`src/rtl/dpia_pkg.sv`:
```
// ----------------------------------------------------------------------------
// dpia_pkg
// Function codes, register offsets and masks of the dual PIA register block.
// ----------------------------------------------------------------------------
`timescale 1ns / 1ps

package dpia_pkg;

    // function codes of an input beat
    localparam logic [3:0] FUNC_PIA0_RD  = 4'd0;
    localparam logic [3:0] FUNC_PIA0_WR  = 4'd1;
    localparam logic [3:0] FUNC_PIA1_RD  = 4'd2;
    localparam logic [3:0] FUNC_PIA1_WR  = 4'd3;
    localparam logic [3:0] FUNC_HSYNC    = 4'd4;
    localparam logic [3:0] FUNC_FSYNC    = 4'd5;
    localparam logic [3:0] FUNC_CART_SET = 4'd6;
    localparam logic [3:0] FUNC_CART_CHK = 4'd7;
    localparam logic [3:0] FUNC_CASS_IN  = 4'd8;

    // register offsets within one adapter
    localparam logic [1:0] OFS_DATA_A = 2'd0;
    localparam logic [1:0] OFS_CTRL_A = 2'd1;
    localparam logic [1:0] OFS_DATA_B = 2'd2;
    localparam logic [1:0] OFS_CTRL_B = 2'd3;

    // sync edge codes
    localparam logic [1:0] PHASE_FALL = 2'd0;
    localparam logic [1:0] PHASE_RISE = 2'd1;
    localparam logic [1:0] PHASE_ANY  = 2'd2;

    // control register bits and masks
    localparam logic [7:0] CTRL_WR_MASK  = 8'h3F;
    localparam logic [7:0] CTRL_FLAG1    = 8'h80;
    localparam int         CTRL_IRQ_EN   = 0;
    localparam int         CTRL_POLARITY = 1;
    localparam int         CTRL_DDR_SEL  = 2;
    localparam int         CTRL_CA2_OUT  = 3;

endpackage

```
`src/rtl/dual_pia_register_block_unit.sv`:
```
// Dual PIA register block.
// A beat accepted at one edge shows its result on the output port right
// after that edge; throughput is one beat per cycle while the output is not stalled.
// The input side is ready whenever the result register is empty or being taken.
// Reset (rst_n low, asynchronous) clears all adapter registers, the sample
// stores, the cartridge level and the output valid flag.
// ----------------------------------------------------------------------------
// dual_pia_register_block_unit
// Two 6821-style adapters: data, direction and control registers, sync and
// cartridge interrupt flags, DAC / cassette / sound sample stores.
// ----------------------------------------------------------------------------
`timescale 1ns / 1ps

module dual_pia_register_block_unit
(
    input  logic       clk,
    input  logic       rst_n,

    input  logic       in_valid,
    output logic       in_ready,
    input  logic [3:0] func,
    input  logic [1:0] port,
    input  logic [7:0] wdata,
    input  logic [1:0] phase,
    input  logic [7:0] key_column,
    input  logic       cart_line,
    input  logic [7:0] cass_in,

    output logic       out_valid,
    input  logic       out_ready,
    output logic [7:0] rdata,
    output logic       irq_raise,
    output logic       firq_raise,
    output logic       firq_drop,
    output logic [4:0] video_mode,
    output logic [6:0] audio_level,
    output logic [7:0] cass_out,
    output logic [7:0] sound_bit_level,
    output logic       motor_on,
    output logic [1:0] mux_select,
    output logic [7:0] key_strobe
);
    import dpia_pkg::*;

    // ------------------------------------------------------------------
    // Adapter state. Adapter 0 data A is never read back (a data read
    // returns the keyboard column), so it is not stored.
    // ------------------------------------------------------------------
    logic [7:0] p0_cra_reg,  p0_cra_next;
    logic [7:0] p0_ddra_reg, p0_ddra_next;
    logic [7:0] p0_crb_reg,  p0_crb_next;
    logic [7:0] p0_orb_reg,  p0_orb_next;
    logic [7:0] p0_ddrb_reg, p0_ddrb_next;

    logic [7:0] p1_cra_reg,  p1_cra_next;
    logic [7:0] p1_ora_reg,  p1_ora_next;
    logic [7:0] p1_ddra_reg, p1_ddra_next;
    logic [7:0] p1_crb_reg,  p1_crb_next;
    logic [7:0] p1_orb_reg,  p1_orb_next;
    logic [7:0] p1_ddrb_reg, p1_ddrb_next;

    // sample stores hold only their meaningful bits (DAC bits 7:2, sound bit)
    logic [5:0] audio_reg, audio_next;
    logic [5:0] cass_reg,  cass_next;
    logic       sound_reg, sound_next;
    logic       cart_level_reg, cart_level_next;

    // result register (per-beat part); the rest of the beat reads the state
    logic       out_valid_reg, out_valid_next;
    logic [7:0] rdata_reg, rdata_next;
    logic       irq_reg,   irq_next;
    logic       firq_up_reg,   firq_up_next;
    logic       firq_down_reg, firq_down_next;

    logic       accept;
    logic       sync_act;
    logic [1:0] mux_now;

    // A new beat enters when the result slot is empty or drains this cycle.
    // State only changes on accept, so while a result waits the state
    // still shows that beat's view.
    assign in_ready = !out_valid_reg || out_ready;
    assign accept   = in_valid && in_ready;
    assign mux_now  = {p0_crb_reg[CTRL_CA2_OUT], p0_cra_reg[CTRL_CA2_OUT]};

    always_comb
    begin
        p0_cra_next     = p0_cra_reg;
        p0_ddra_next    = p0_ddra_reg;
        p0_crb_next     = p0_crb_reg;
        p0_orb_next     = p0_orb_reg;
        p0_ddrb_next    = p0_ddrb_reg;
        p1_cra_next     = p1_cra_reg;
        p1_ora_next     = p1_ora_reg;
        p1_ddra_next    = p1_ddra_reg;
        p1_crb_next     = p1_crb_reg;
        p1_orb_next     = p1_orb_reg;
        p1_ddrb_next    = p1_ddrb_reg;
        audio_next      = audio_reg;
        cass_next       = cass_reg;
        sound_next      = sound_reg;
        cart_level_next = cart_level_reg;
        rdata_next      = 8'h00;
        irq_next        = 1'b0;
        firq_up_next    = 1'b0;
        firq_down_next  = 1'b0;
        sync_act        = 1'b0;

        case (func)
            FUNC_PIA0_RD:
            begin
                case (port)
                    OFS_DATA_A:
                    begin
                        if (p0_cra_reg[CTRL_DDR_SEL])
                        begin
                            // data read: keyboard column, clears both flags
                            rdata_next  = key_column;
                            p0_cra_next = p0_cra_reg & CTRL_WR_MASK;
                        end
                        else
                        begin
                            rdata_next = p0_ddra_reg;
                        end
                    end
                    OFS_CTRL_A: rdata_next = p0_cra_reg;
                    OFS_DATA_B:
                    begin
                        if (p0_crb_reg[CTRL_DDR_SEL])
                        begin
                            rdata_next  = p0_orb_reg & p0_ddrb_reg;
                            p0_crb_next = p0_crb_reg & CTRL_WR_MASK;
                        end
                        else
                        begin
                            rdata_next = p0_ddrb_reg;
                        end
                    end
                    default: rdata_next = p0_crb_reg;
                endcase
            end
            FUNC_PIA0_WR:
            begin
                case (port)
                    OFS_DATA_A:
                    begin
                        if (!p0_cra_reg[CTRL_DDR_SEL])
                        begin
                            p0_ddra_next = wdata;
                        end
                    end
                    OFS_CTRL_A: p0_cra_next = wdata & CTRL_WR_MASK;
                    OFS_DATA_B:
                    begin
                        if (p0_crb_reg[CTRL_DDR_SEL])
                        begin
                            p0_orb_next = wdata;
                        end
                        else
                        begin
                            p0_ddrb_next = wdata;
                        end
                    end
                    default: p0_crb_next = wdata & CTRL_WR_MASK;
                endcase
            end
            FUNC_PIA1_RD:
            begin
                case (port)
                    OFS_DATA_A:
                    begin
                        if (p1_cra_reg[CTRL_DDR_SEL])
                        begin
                            // side A data comes back unmasked
                            rdata_next  = p1_ora_reg;
                            p1_cra_next = p1_cra_reg & CTRL_WR_MASK;
                        end
                        else
                        begin
                            rdata_next = p1_ddra_reg;
                        end
                    end
                    OFS_CTRL_A: rdata_next = p1_cra_reg;
                    OFS_DATA_B:
                    begin
                        if (p1_crb_reg[CTRL_DDR_SEL])
                        begin
                            rdata_next  = p1_orb_reg & p1_ddrb_reg;
                            p1_crb_next = p1_crb_reg & CTRL_WR_MASK;
                        end
                        else
                        begin
                            rdata_next = p1_ddrb_reg;
                        end
                    end
                    default: rdata_next = p1_crb_reg;
                endcase
            end
            FUNC_PIA1_WR:
            begin
                case (port)
                    OFS_DATA_A:
                    begin
                        if (p1_cra_reg[CTRL_DDR_SEL])
                        begin
                            p1_ora_next = wdata;
                            // DAC sample only when the mux points at the DAC;
                            // side B CA2 picks audio or cassette
                            if (mux_now == 2'b00)
                            begin
                                if (p1_crb_reg[CTRL_CA2_OUT])
                                begin
                                    audio_next = wdata[7:2];
                                end
                                else
                                begin
                                    cass_next = wdata[7:2];
                                end
                            end
                        end
                        else
                        begin
                            p1_ddra_next = wdata;
                        end
                    end
                    OFS_CTRL_A: p1_cra_next = wdata & CTRL_WR_MASK;
                    OFS_DATA_B:
                    begin
                        if (p1_crb_reg[CTRL_DDR_SEL])
                        begin
                            p1_orb_next = wdata & p1_ddrb_reg;
                            sound_next  = wdata[1] & p1_ddrb_reg[1];
                        end
                        else
                        begin
                            p1_ddrb_next = wdata;
                        end
                    end
                    default: p1_crb_next = wdata & CTRL_WR_MASK;
                endcase
            end
            FUNC_HSYNC:
            begin
                case (phase)
                    PHASE_FALL: sync_act = !p0_cra_reg[CTRL_POLARITY];
                    PHASE_RISE: sync_act = p0_cra_reg[CTRL_POLARITY];
                    PHASE_ANY:  sync_act = 1'b1;
                    default:    sync_act = 1'b0;
                endcase
                if (sync_act)
                begin
                    p0_cra_next = p0_cra_reg | CTRL_FLAG1;
                    irq_next    = p0_cra_reg[CTRL_IRQ_EN];
                end
            end
            FUNC_FSYNC:
            begin
                case (phase)
                    PHASE_FALL: sync_act = 1'b1;
                    PHASE_RISE: sync_act = p0_crb_reg[CTRL_POLARITY];
                    default:    sync_act = 1'b0;
                endcase
                if (sync_act)
                begin
                    p0_crb_next = p0_crb_reg | CTRL_FLAG1;
                    irq_next    = p0_crb_reg[CTRL_IRQ_EN];
                end
            end
            FUNC_CART_SET:
            begin
                cart_level_next = cart_line;
            end
            FUNC_CART_CHK:
            begin
                // cartridge line held low: flag on side B, FIRQ follows enable
                if (!cart_level_reg)
                begin
                    p1_crb_next    = p1_crb_reg | CTRL_FLAG1;
                    firq_up_next   = p1_crb_reg[CTRL_IRQ_EN];
                    firq_down_next = !p1_crb_reg[CTRL_IRQ_EN];
                end
            end
            FUNC_CASS_IN:
            begin
                // comparator: sample above mid-scale reads as a one
                p1_ora_next = {p1_ora_reg[7:1], cass_in[7]};
            end
            default:
            begin
            end
        endcase
    end

    always_comb
    begin
        out_valid_next = out_valid_reg;
        if (accept)
        begin
            out_valid_next = 1'b1;
        end
        else if (out_ready)
        begin
            out_valid_next = 1'b0;
        end
    end

    always_ff @(posedge clk or negedge rst_n)
    begin
        if (!rst_n)
        begin
            p0_cra_reg     <= '0;
            p0_ddra_reg    <= '0;
            p0_crb_reg     <= '0;
            p0_orb_reg     <= '0;
            p0_ddrb_reg    <= '0;
            p1_cra_reg     <= '0;
            p1_ora_reg     <= '0;
            p1_ddra_reg    <= '0;
            p1_crb_reg     <= '0;
            p1_orb_reg     <= '0;
            p1_ddrb_reg    <= '0;
            audio_reg      <= '0;
            cass_reg       <= '0;
            sound_reg      <= 1'b0;
            cart_level_reg <= 1'b0;
            out_valid_reg  <= 1'b0;
        end
        else
        begin
            out_valid_reg <= out_valid_next;
            if (accept)
            begin
                p0_cra_reg     <= p0_cra_next;
                p0_ddra_reg    <= p0_ddra_next;
                p0_crb_reg     <= p0_crb_next;
                p0_orb_reg     <= p0_orb_next;
                p0_ddrb_reg    <= p0_ddrb_next;
                p1_cra_reg     <= p1_cra_next;
                p1_ora_reg     <= p1_ora_next;
                p1_ddra_reg    <= p1_ddra_next;
                p1_crb_reg     <= p1_crb_next;
                p1_orb_reg     <= p1_orb_next;
                p1_ddrb_reg    <= p1_ddrb_next;
                audio_reg      <= audio_next;
                cass_reg       <= cass_next;
                sound_reg      <= sound_next;
                cart_level_reg <= cart_level_next;
            end
        end
    end

    // per-beat result payload, no reset needed
    always_ff @(posedge clk)
    begin
        if (accept)
        begin
            rdata_reg     <= rdata_next;
            irq_reg       <= irq_next;
            firq_up_reg   <= firq_up_next;
            firq_down_reg <= firq_down_next;
        end
    end

    // ------------------------------------------------------------------
    // Result port: per-beat fields from the result register, the rest
    // straight from the updated adapter state.
    // ------------------------------------------------------------------
    assign out_valid       = out_valid_reg;
    assign rdata           = rdata_reg;
    assign irq_raise       = irq_reg;
    assign firq_raise      = firq_up_reg;
    assign firq_drop       = firq_down_reg;
    assign video_mode      = p1_orb_reg[7:3];
    assign audio_level     = {audio_reg, 1'b0};
    assign cass_out        = {cass_reg, 2'b00};
    assign sound_bit_level = {sound_reg, 7'b0000000};
    assign motor_on        = p1_cra_reg[CTRL_CA2_OUT];
    assign mux_select      = mux_now;
    assign key_strobe      = p0_orb_reg;

endmodule

```
`config.mk`:
```
export PLATFORM = sky130hd
export DESIGN_NAME = dual_pia_register_block_unit
export DESIGN_NICKNAME = d
export VERILOG_FILES = /design/src/rtl/dpia_pkg.sv /design/src/rtl/dual_pia_register_block_unit.sv
export SDC_FILE = /design/constraint.sdc
export NUM_CORES = 1
export LEC_CHECK = 0
export BUFFER_PORTS_ARGS = -buffer_cell sky130_fd_sc_hd__buf_2
export CORE_MARGIN = 2
export CORE_UTILIZATION = 51
export DETAILED_ROUTE_END_ITERATION = 6
export PLACE_DENSITY = 0.76
export SYNTH_ARGS = -nofsm -noshare
export SYNTH_HDL_FRONTEND = slang
export SYNTH_SLANG_ARGS = --single-unit
export TNS_END_PERCENT = 30
```
`constraint.sdc`:
```
create_clock -name clk -period 2 [get_ports clk]
set_clock_uncertainty 0.1 [all_clocks]
set_input_delay 0.1 -clock clk [delete_from_list [all_inputs] [get_ports clk]]
set_output_delay 0.1 -clock clk [all_outputs]
set_load 0.01 [all_outputs]
```
==> flow_summary.ini, run 1 <==
[drt]
route.detailed.drc = 0
dr.pass1.iters = 5
drt-initial-drc-count = 310
avgViaCountPerCell = 5.83
avgRoutedWirePerCell_um = 18.7
routed_wl_um = 12300
ant_nets = 0
vias = 3833

[grt]
grt_pass1_wl_um = 20200
grt.total_usage = 0.234
overflow = 0
antenna_found_initial = 0
grt_pass1_vias = 3900
grt_max_degree = 39

[run_status]
outcome = completed

[critical_path]
rr_worst_depth = 5
crit_required_ns = 2.01
path_cells = buf_4 > mux2i_1 > nor2_1 > a221oi_1 > o22ai_1
path_class = reg -> reg
cp.arrival_ns = 1.85
max_stage_delay_ns = 0.49
crit_path_start_kind = flip-flop
crit_slowest_cell = dfrtp_1
end_kind = flip-flop
crit_fanout = 8

[floorplan]
rows = 37
die_area_um2 = 11200
fp.dieW_um = 106
core_um2 = 10200
die-height_um = 106
pin_count = 89
initial_utilization = 0.519

[power]
leakage_nw = 2.96
p_per_area_nw_per_um2 = 699
vdd_drop_max_mv = 0.381

[timing]
maxSlewViolCount = 0
hold_viol_final = 0
fmax_mhz = 543
setup_tns_ns = 0
relSlewSlack = 0.514
period_minus_slack_ns = 1.84
period_share = 0.920
tightest_slew_ns = 0.710
rsz0062_at_grt = no
setup_viol = 0

[logic_synthesis]
async_flop_share = 0.898
syn_area_um2 = 5280
synth_cell_types = 55
synthDominantCellAreaShare = 0.460
syn_inst = 435
synth-seq-cells = 108
synth_flop_cell = dfrtp_1
synth_edf_count = 11
synth_seq_area_share = 0.522
yosysTopAreaCell = dfrtp_1
yosys_warnings = 0
ys_top_cells_by_area = dfrtp_1 (46%), mux2_2 (16%), edfxtp_1 (6.3%)
synth_area_per_cell_um2 = 12.1

[layout]
fill_cells = 866
final-seq-area_um2 = 2760
antenna_cells = 0
area_growth_pct = 15.8
drive_gt1_frac = 0.397
nNetsFinal = 554
finalCoreUtilization = 0.600
stdcell_count = 658
multi_input_area_um2 = 2290

[clock_tree]
htreeDepth = 3
ctsRootBufferMaster = clkbuf_8
clk_pin_slew_ns = 0.10
cts_tree = done
cts_buffers = 9
cts_buffer_depth = 2
clock_sink_count = 108
clk_latency_ns = 0.37

[place]
hpwl_um = 8710
dpl.cell_count = 633
gp_congestion = 0.905
port_buffers = 71

[hold_path]
hold_depth = 3
holdCritPathClass = in -> reg

[job]
drv_cap = 0
## layer usage
layer,routed length [um],global-route usage,vias up
met5,0,0,-
met1,5340,0.319,1941
met4,344,0.106,0
li1,-,-,1713
met3,755,0.0396,31
met2,5850,0.367,148
## synthesized netlist by cell type (all sizes together), types with 2 or more instances
| cell type | instances |
|---|---|
| a21oi | 5 |
| o21a | 2 |
| nor2 | 18 |
| o21ai | 36 |
| nand4b | 2 |
| and2 | 2 |
| mux2i | 14 |
| inv | 7 |
| nor3b | 2 |
| a21o | 8 |
| edfxtp | 11 |
| o211ai | 6 |
| nor2b | 7 |
| nor4b | 2 |
| a31oi | 2 |
| o22ai | 4 |
| mux2 | 86 |
| dfrtp | 97 |
| nor3 | 3 |
| clkbuf | 14 |
| nand2 | 23 |
| or2 | 4 |
| a41oi | 2 |
| o211a | 6 |
| nand4 | 9 |
| nand2b | 11 |
| a221oi | 5 |
| o32a | 2 |
| buf | 31 |
## what timing repair did
| item | 4_1_cts | 5_1_grt |
|---|---|---|
| buffers inserted | 0 | 0 |
| hold buffers | 8 | 1 |
| setup endpoints to repair | 0 | 22 |
| endpoints found under the hold margin | 104 | 1 |
| gates resized for setup | 0 | 2 |
## layout make-up
class / count / share of cell area
tap: 136 / 0.0278
clock buffer: 11 / 0.0250
clock inverter: 5 / 0.00532
multi-input combinational: 284 / 0.374
timing repair buffer: 107 / 0.113
sequential: 108 / 0.451
inverter: 7 / 0.00430
## report_power, final
group	leakage (nW)	total, W	switching [W]	internal (W)
Sequential	1.43	0.00245	0.0000890	0.00236
Clock	0.0986	0.00126	0.000734	0.000530
Combinational	1.44	0.000554	0.000291	0.000262
Total	2.96	0.00427	0.00111	0.00316
## cell usage in the layout (no fill, tap or decap), types with 6 or more instances in the layout
cell type / n
dfrtp_1: 97
mux2_2: 73
buf_2: 70
o21ai_0: 36
buf_4: 25
nand2_1: 23
nor2_1: 16
mux2i_1: 14
edfxtp_1: 11
nand2b_1: 10
conb_1: 10
clkbuf_8: 9
dlygate4sd3_1: 9
a21o_1: 8
nand4_1: 8
mux2_4: 8
nor2b_1: 7
inv_1: 6
o211ai_1: 6
o211a_1: 6
## kinds of logic after synthesis
logic type	synth area share
flip-flops	0.522
multiplexers	0.220
AND/OR/NAND/NOR	0.0976
AO/OA/AOI/OAI	0.105
buffers and inverters	0.0526
XOR/XNOR	0.00166
other	0.000710
## metrics by stage
step / hold slack, ns / area, um^2 / setup WS [ns] / total power (W)
6_report: 0.00232 / 6110 / 0.159 / 0.00427
4_1_cts: 0.000347 / 6100 / 0.0579 / 0.00429
5_1_grt: 0.0232 / 6110 / 0.0803 / 0.00444
3_3_place_gp: -0.0865 / 5830 / 0.134 / 0.00301
2_1_floorplan: -0.296 / 5320 / 0.0261 / 0.00283
3_5_place_dp: -0.0811 / 5830 / 0.0626 / 0.00303
## worst max-delay path: cells and delay by family, from the launching register on
kind | cells | cell delay [ns]
flops | 1 | 0.49
compound gates | 2 | 0.49
buf+inv | 1 | 0.23
mux | 1 | 0.22
simple gates | 1 | 0.06
## final timing paths
check                      slack, ns             end           from
min reg2reg                     0.39     cass_reg[5]    cass_reg[5]
max                             0.16        rdata[4]  p0_cra_reg[2]
max in group asynchronous       1.16  p0_ddrb_reg[2]          rst_n
max reg2reg                     0.16        rdata[4]  p0_cra_reg[2]
min in group asynchronous       0.06   key_strobe[0]          rst_n
min                            0.002   p1_orb_reg[4]       wdata[4]
(Power assumes the default switching activity.)
==> run 2, diff against run 1 <==
--- a/config.mk
+++ b/config.mk
@@ -9,6 +9,7 @@
 export CORE_MARGIN = 2
 export CORE_UTILIZATION = 51
 export DETAILED_ROUTE_END_ITERATION = 6
+export GPL_ROUTABILITY_DRIVEN = 0
 export PLACE_DENSITY = 0.76
 export SYNTH_ARGS = -nofsm -noshare
 export SYNTH_HDL_FRONTEND = slang
==> constraint.sdc (replaced) <==
create_clock -name clk -period 2 [get_ports clk]
set_clock_uncertainty 0.1 [all_clocks]
set_input_delay 0.3 -clock clk [delete_from_list [all_inputs] [get_ports clk]]
set_output_delay 0.3 -clock clk [all_outputs]
set_load 0.01 [all_outputs]
==> run 2 against run 1 <==
Against the previous run: count of clock-buffer cells in the layout decreased by 1; non-clock buffer count increased by 5; sequential share of layout area down 0.53 points; total power is 4.3% higher; maximum frequency is 2.4% lower; routed wire length rose by 2.9%; largest cell class unchanged; sequential power is essentially flat; critical path depth up 1; combinational power about the same; worst hold slack improved by 0.060 ns; cell area increased by 1.2%.
==> flow_summary.ini, run 2 (synthesis results as in run 1) <==
[run_status]
outcome = completed

[clock_tree]
clock_sink_count = 108
clk_latency_ns = 0.37
cts_tree = done
hold_buffers = 1
htreeDepth = 3
post_cts.repair.setup_buffers = 0
cts_buffers = 9
cts_buffer_depth = 2
ctsRootBufferMaster = clkbuf_8
clk_pin_slew_ns = 0.11
postCtsResizedCells = 0

[drt]
avgRoutedWirePerCell_um = 19.1
vias = 3808
routed_wl_um = 12600
dr.pass1.iters = 5
drt-initial-drc-count = 210
ant_nets = 0
avgViaCountPerCell = 5.74
route.detailed.drc = 0

[floorplan]
initial_utilization = 0.519
rows = 37
core_um2 = 10200
pin_count = 89
fp.dieW_um = 106
die_area_um2 = 11200
die-height_um = 106

[critical_path]
path_buf_inv = 2
crit_path_start_kind = flip-flop
crit_slowest_cell = dfrtp_1
path_cells = nand2b_1 > buf_4 > nand4_2 > buf_4 > or2_1 > o21ai_0
cp_common_cell = buf_4
end_kind = flip-flop
max_stage_delay_ns = 0.39
cp.arrival_ns = 2.07
crit_required_ns = 2.19
path_class = reg -> reg
path_delay_family = simple AND/OR/NAND/NOR gates
crit_fanout = 9

[layout]
most-common-layout-cells = dfrtp_1 (97), mux2_2 (73), buf_2 (70)
drive_gt1_frac = 0.417
final_area_um2 = 6190
layout_commonest_cell = dfrtp_1
stdcell_count = 663
nNetsFinal = 559
area_growth_pct = 17.2
antenna_cells = 0
finalCoreUtilization = 0.607

[hold_path]
holdCritPathClass = in -> reg

[grt]
overflow = 0
grt_pass1_vias = 3880
grt.total_usage = 0.236
antenna_found_initial = 0
grt_pass1_wl_um = 20300
grt_max_degree = 45

[timing]
relSlewSlack = 0.472
fmax_mhz = 530
tightest_slew_ns = 0.772
setup_tns_ns = 0
setup_viol = 0
hold_viol_final = 0
maxSlewViolCount = 0
period_share = 0.943
period_minus_slack_ns = 1.89
rsz0062_at_grt = no

[job]
drv_cap = 0

[power]
p_int_w = 0.00330
p_seq_frac = 0.551
clockPowerShare = 0.325
swShare = 0.259
p_per_area_nw_per_um2 = 720
pwr-share-comb = 0.124
leakage_nw = 3.02
power.switching_w = 0.00116
vdd_drop_max_mv = 0.549

[place]
dpl.cell_count = 646
placed_cell_area_um2 = 5950
port_buffers = 71
hpwl_um = 9080
run 2: worst reg2reg max path, cell delays in order (launching register included):
cell and delay (ns):
dfrtp_1 0.39, nand2b_1 0.24, buf_4 0.21, nand4_2 0.13, buf_4 0.19, or2_1 0.33
o21ai_0 0.23
run 2: per-layer routing:
metal	wire length, um	GRT usage	vias up
met4	322	0.0977	0
li1	-	-	1722
met1	5410	0.318	1915
met2	6110	0.378	143
met5	0	0	-
met3	800	0.0433	28
run 2: layout make-up:
class	instances	area, um^2
Clock buffer	10	149
Clock inverter	6	73.8
Fill cell	869	4000
Inverter	7	26.3
Multi-Input combinational cell	284	2280
Sequential cell	108	2760
Tap cell	136	170
Timing Repair Buffer	112	731
run 2: worst paths after layout:
| path | depth (start not counted) | end | from | slack, ns |
|---|---|---|---|---|
| min reg2reg | 1 | cass_reg[2] | cass_reg[2] | 0.40 |
| max reg2reg | 6 | p1_orb_reg[3] | out_valid | 0.11 |
| max | 6 | p1_orb_reg[3] | out_valid | 0.11 |
| min in group asynchronous | 2 | key_strobe[7] | rst_n | 0.30 |
| max in group asynchronous | 3 | p0_cra_reg[5] | rst_n | 0.88 |
| min | 2 | cart_level_reg | cart_line | 0.06 |
run 2: per-stage QoR:
step,hold WS (ns),worst slack [ns],total power [W]
3_3_place_gp,0.157,0.0417,0.00302
4_1_cts,0.0541,0.139,0.00449
5_1_grt,0.0478,0.0323,0.00464
6_report,0.0628,0.115,0.00446
2_1_floorplan,-0.0956,0.0261,0.00283
3_5_place_dp,0.157,0.0102,0.00305
run 2: power groups by stage:
stage               logic, W  clock network (W)  registers [W]
global placement    0.000533                  0        0.00249
floorplan           0.000352                  0        0.00247
global route        0.000607            0.00156        0.00247
CTS                 0.000555            0.00148        0.00245
detailed placement  0.000550                  0        0.00250
finish              0.000552            0.00145        0.00246
==> run 3, diff against run 2 <==
--- a/config.mk
+++ b/config.mk
@@ -5,6 +5,7 @@
 export SDC_FILE = /design/constraint.sdc
 export NUM_CORES = 1
 export LEC_CHECK = 0
+export ABC_AREA = 1
 export BUFFER_PORTS_ARGS = -buffer_cell sky130_fd_sc_hd__buf_2
 export CORE_MARGIN = 2
 export CORE_UTILIZATION = 51
==> run 3 against run 2 <==
Against the previous run: via count grew 21%; sequential power is essentially flat; non-clock buffer count shrank 26; sequential share of layout area grew 1.1 points; maximum frequency grew 6.3%.
==> flow_summary.ini, run 3 <==
[floorplan]
fp.dieW_um = 108
die_area_um2 = 11600
initial_utilization = 0.528
pin_count = 89
rows = 37
core_um2 = 10400
die-height_um = 108

[power]
p_seq_frac = 0.583
power.switching_w = 0.00116
pwr-share-comb = 0.129
p_int_w = 0.00300
clockPowerShare = 0.289
swShare = 0.279
leakage_nw = 2.97
vdd_drop_max_mv = 0.395
p_per_area_nw_per_um2 = 691

[clock_tree]
cts_buffer_depth = 2
cts_tree = done
clock_sink_count = 108
ctsRootBufferMaster = clkbuf_8
cts_buffers = 9
postCtsResizedCells = 0
post_cts.repair.setup_buffers = 0
clk_latency_ns = 0.38
htreeDepth = 3
clk_pin_slew_ns = 0.11
hold_buffers = 1

[hold_path]
hold_depth = 3
holdCritPathClass = in -> reg
holdPathEnd = cart_level_reg
min_from = cart_line

[logic_synthesis]
synth_edf_count = 11
yosys_warnings = 0
async_flop_share = 0.898
synth_seq_area_share = 0.504
synth_flop_cell = dfrtp_1
synth-seq-cells = 108
yosysTopAreaCell = dfrtp_1
syn_area_um2 = 5480
syn_inst = 634
ys_top_cells_by_area = dfrtp_1 (44%), nand2_1 (12%), edfxtp_1 (6.0%)
synth_area_per_cell_um2 = 8.64
synth_cell_types = 32
synthTopCellsByCount = nand2_1 (182), dfrtp_1 (97), o21ai_0 (59)
synthDominantCellAreaShare = 0.443
synthMostInstantiatedCell = nand2_1

[grt]
grt_max_degree = 45
antenna_found_initial = 0
grt_pass1_wl_um = 21500
grt_pass1_vias = 4324
grt.total_usage = 0.243
overflow = 0

[layout]
layout_commonest_cell = nand2_1
final-seq-area_um2 = 2760
nNetsFinal = 735
most-common-layout-cells = nand2_1 (182), dfrtp_1 (97), buf_2 (70)
drive_gt1_frac = 0.219
finalCoreUtilization = 0.582
stdcell_count = 838
area_growth_pct = 10.2
antenna_cells = 0
multi_input_area_um2 = 2250
fill_cells = 954

[place]
port_buffers = 71
dp_slack_ns = 0.243
dpl.cell_count = 822
hpwl_um = 9640

[critical_path]
rr_startpoint = p0_cra_reg[2]
crit_required_ns = 2.04
max_stage_delay_ns = 0.66
reg2reg_to = rdata[1]
path_cells = inv_1 > o211ai_1 > nand3_1 > nand2_1 > nand2_1
path_class = reg -> reg
crit_fanout = 14
cp.arrival_ns = 1.81
rr_worst_depth = 5
end_kind = flip-flop
regToRegSetupSlack_ns = 0.23
crit_path_start_kind = flip-flop
crit_slowest_cell = dfrtp_1
cp_common_cell = nand2_1

[drt]
ant_nets = 0
top_layer_used = met4
wl_met3_um = 989
drt-initial-drc-count = 435
dr.pass1.iters = 5
wl_met1_um = 5870
wl_met2_um = 6190
routed_wl_um = 13400
vias = 4596
route.detailed.drc = 0
avgRoutedWirePerCell_um = 16.0
avgViaCountPerCell = 5.48

[timing]
period_share = 0.887
setup_tns_ns = 0
holdWs_ns = 0.0646
period_minus_slack_ns = 1.77
rsz0062_at_grt = no
finalWorstSetupSlack_ns = 0.227
relSlewSlack = 0.625
setup_viol = 0
hold_viol_final = 0
maxSlewViolCount = 0
fmax_mhz = 564
tightest_slew_ns = 0.562

[run_status]
outcome = completed

[job]
drv_cap = 0
==> run 3: stage by stage <==
step                      instance area [um^2]  power [W]
final                                     6040    0.00417
after global routing                      6040    0.00433
after CTS                                 6040    0.00416
after detailed placement                  5870    0.00300
after global placement                    5870    0.00298
after floorplan                           5510    0.00279
==> run 3: how the worst max path moves through the flow <==
stage / startpoint / endpoint / slack, ns / cells after the start
finish: p0_cra_reg[2] / rdata[1] / 0.23 / 5
global route: p0_cra_reg[2] / rdata[6] / 0.14 / 5
CTS: p1_crb_reg[2] / rdata[6] / 0.29 / 5
detailed placement: func[2] / p1_crb_reg[3] / 0.24 / 7
global placement: port[1] / rdata[4] / 0.27 / 7
floorplan: out_valid / audio_reg[1] / 0.35 / 7
==> run 3: per-layer routing <==
metal / track usage / vias to the layer above
met4: 0.110 / 0
li1: - / 2179
met2: 0.376 / 193
met1: 0.344 / 2195
met3: 0.0315 / 29
met5: 0 / -
==> run 3: area by class of cell <==
cell class                 count  area share
clock buffer                  12      0.0240
clock inverter                 3     0.00249
inverter                      53      0.0330
multi-input combinational    440       0.373
sequential                   108       0.457
tap                          136      0.0282
timing repair buffer          86      0.0825
==> run 3: cells by family after synthesis <==
kind of cell    share of synthesized area
compound gates                      0.165
other cells                      0.000685
flops                               0.504
simple gates                        0.239
buf+inv                            0.0914
==> run 3: critical path, delay by kind of cell, from the launching register on <==
| kind | cells | cell delay, ns |
|---|---|---|
| compound gates | 1 | 0.23 |
| buf+inv | 1 | 0.30 |
| flops | 1 | 0.66 |
| simple gates | 3 | 0.24 |
==> run 3: power groups by stage <==
stage / clock network, W / registers [W] / logic [W]
6_report: 0.00120 / 0.00243 / 0.000536
5_1_grt: 0.00128 / 0.00244 / 0.000600
4_1_cts: 0.00120 / 0.00243 / 0.000538
3_5_place_dp: 0 / 0.00247 / 0.000534
3_3_place_gp: 0 / 0.00246 / 0.000518
2_1_floorplan: 0 / 0.00246 / 0.000331
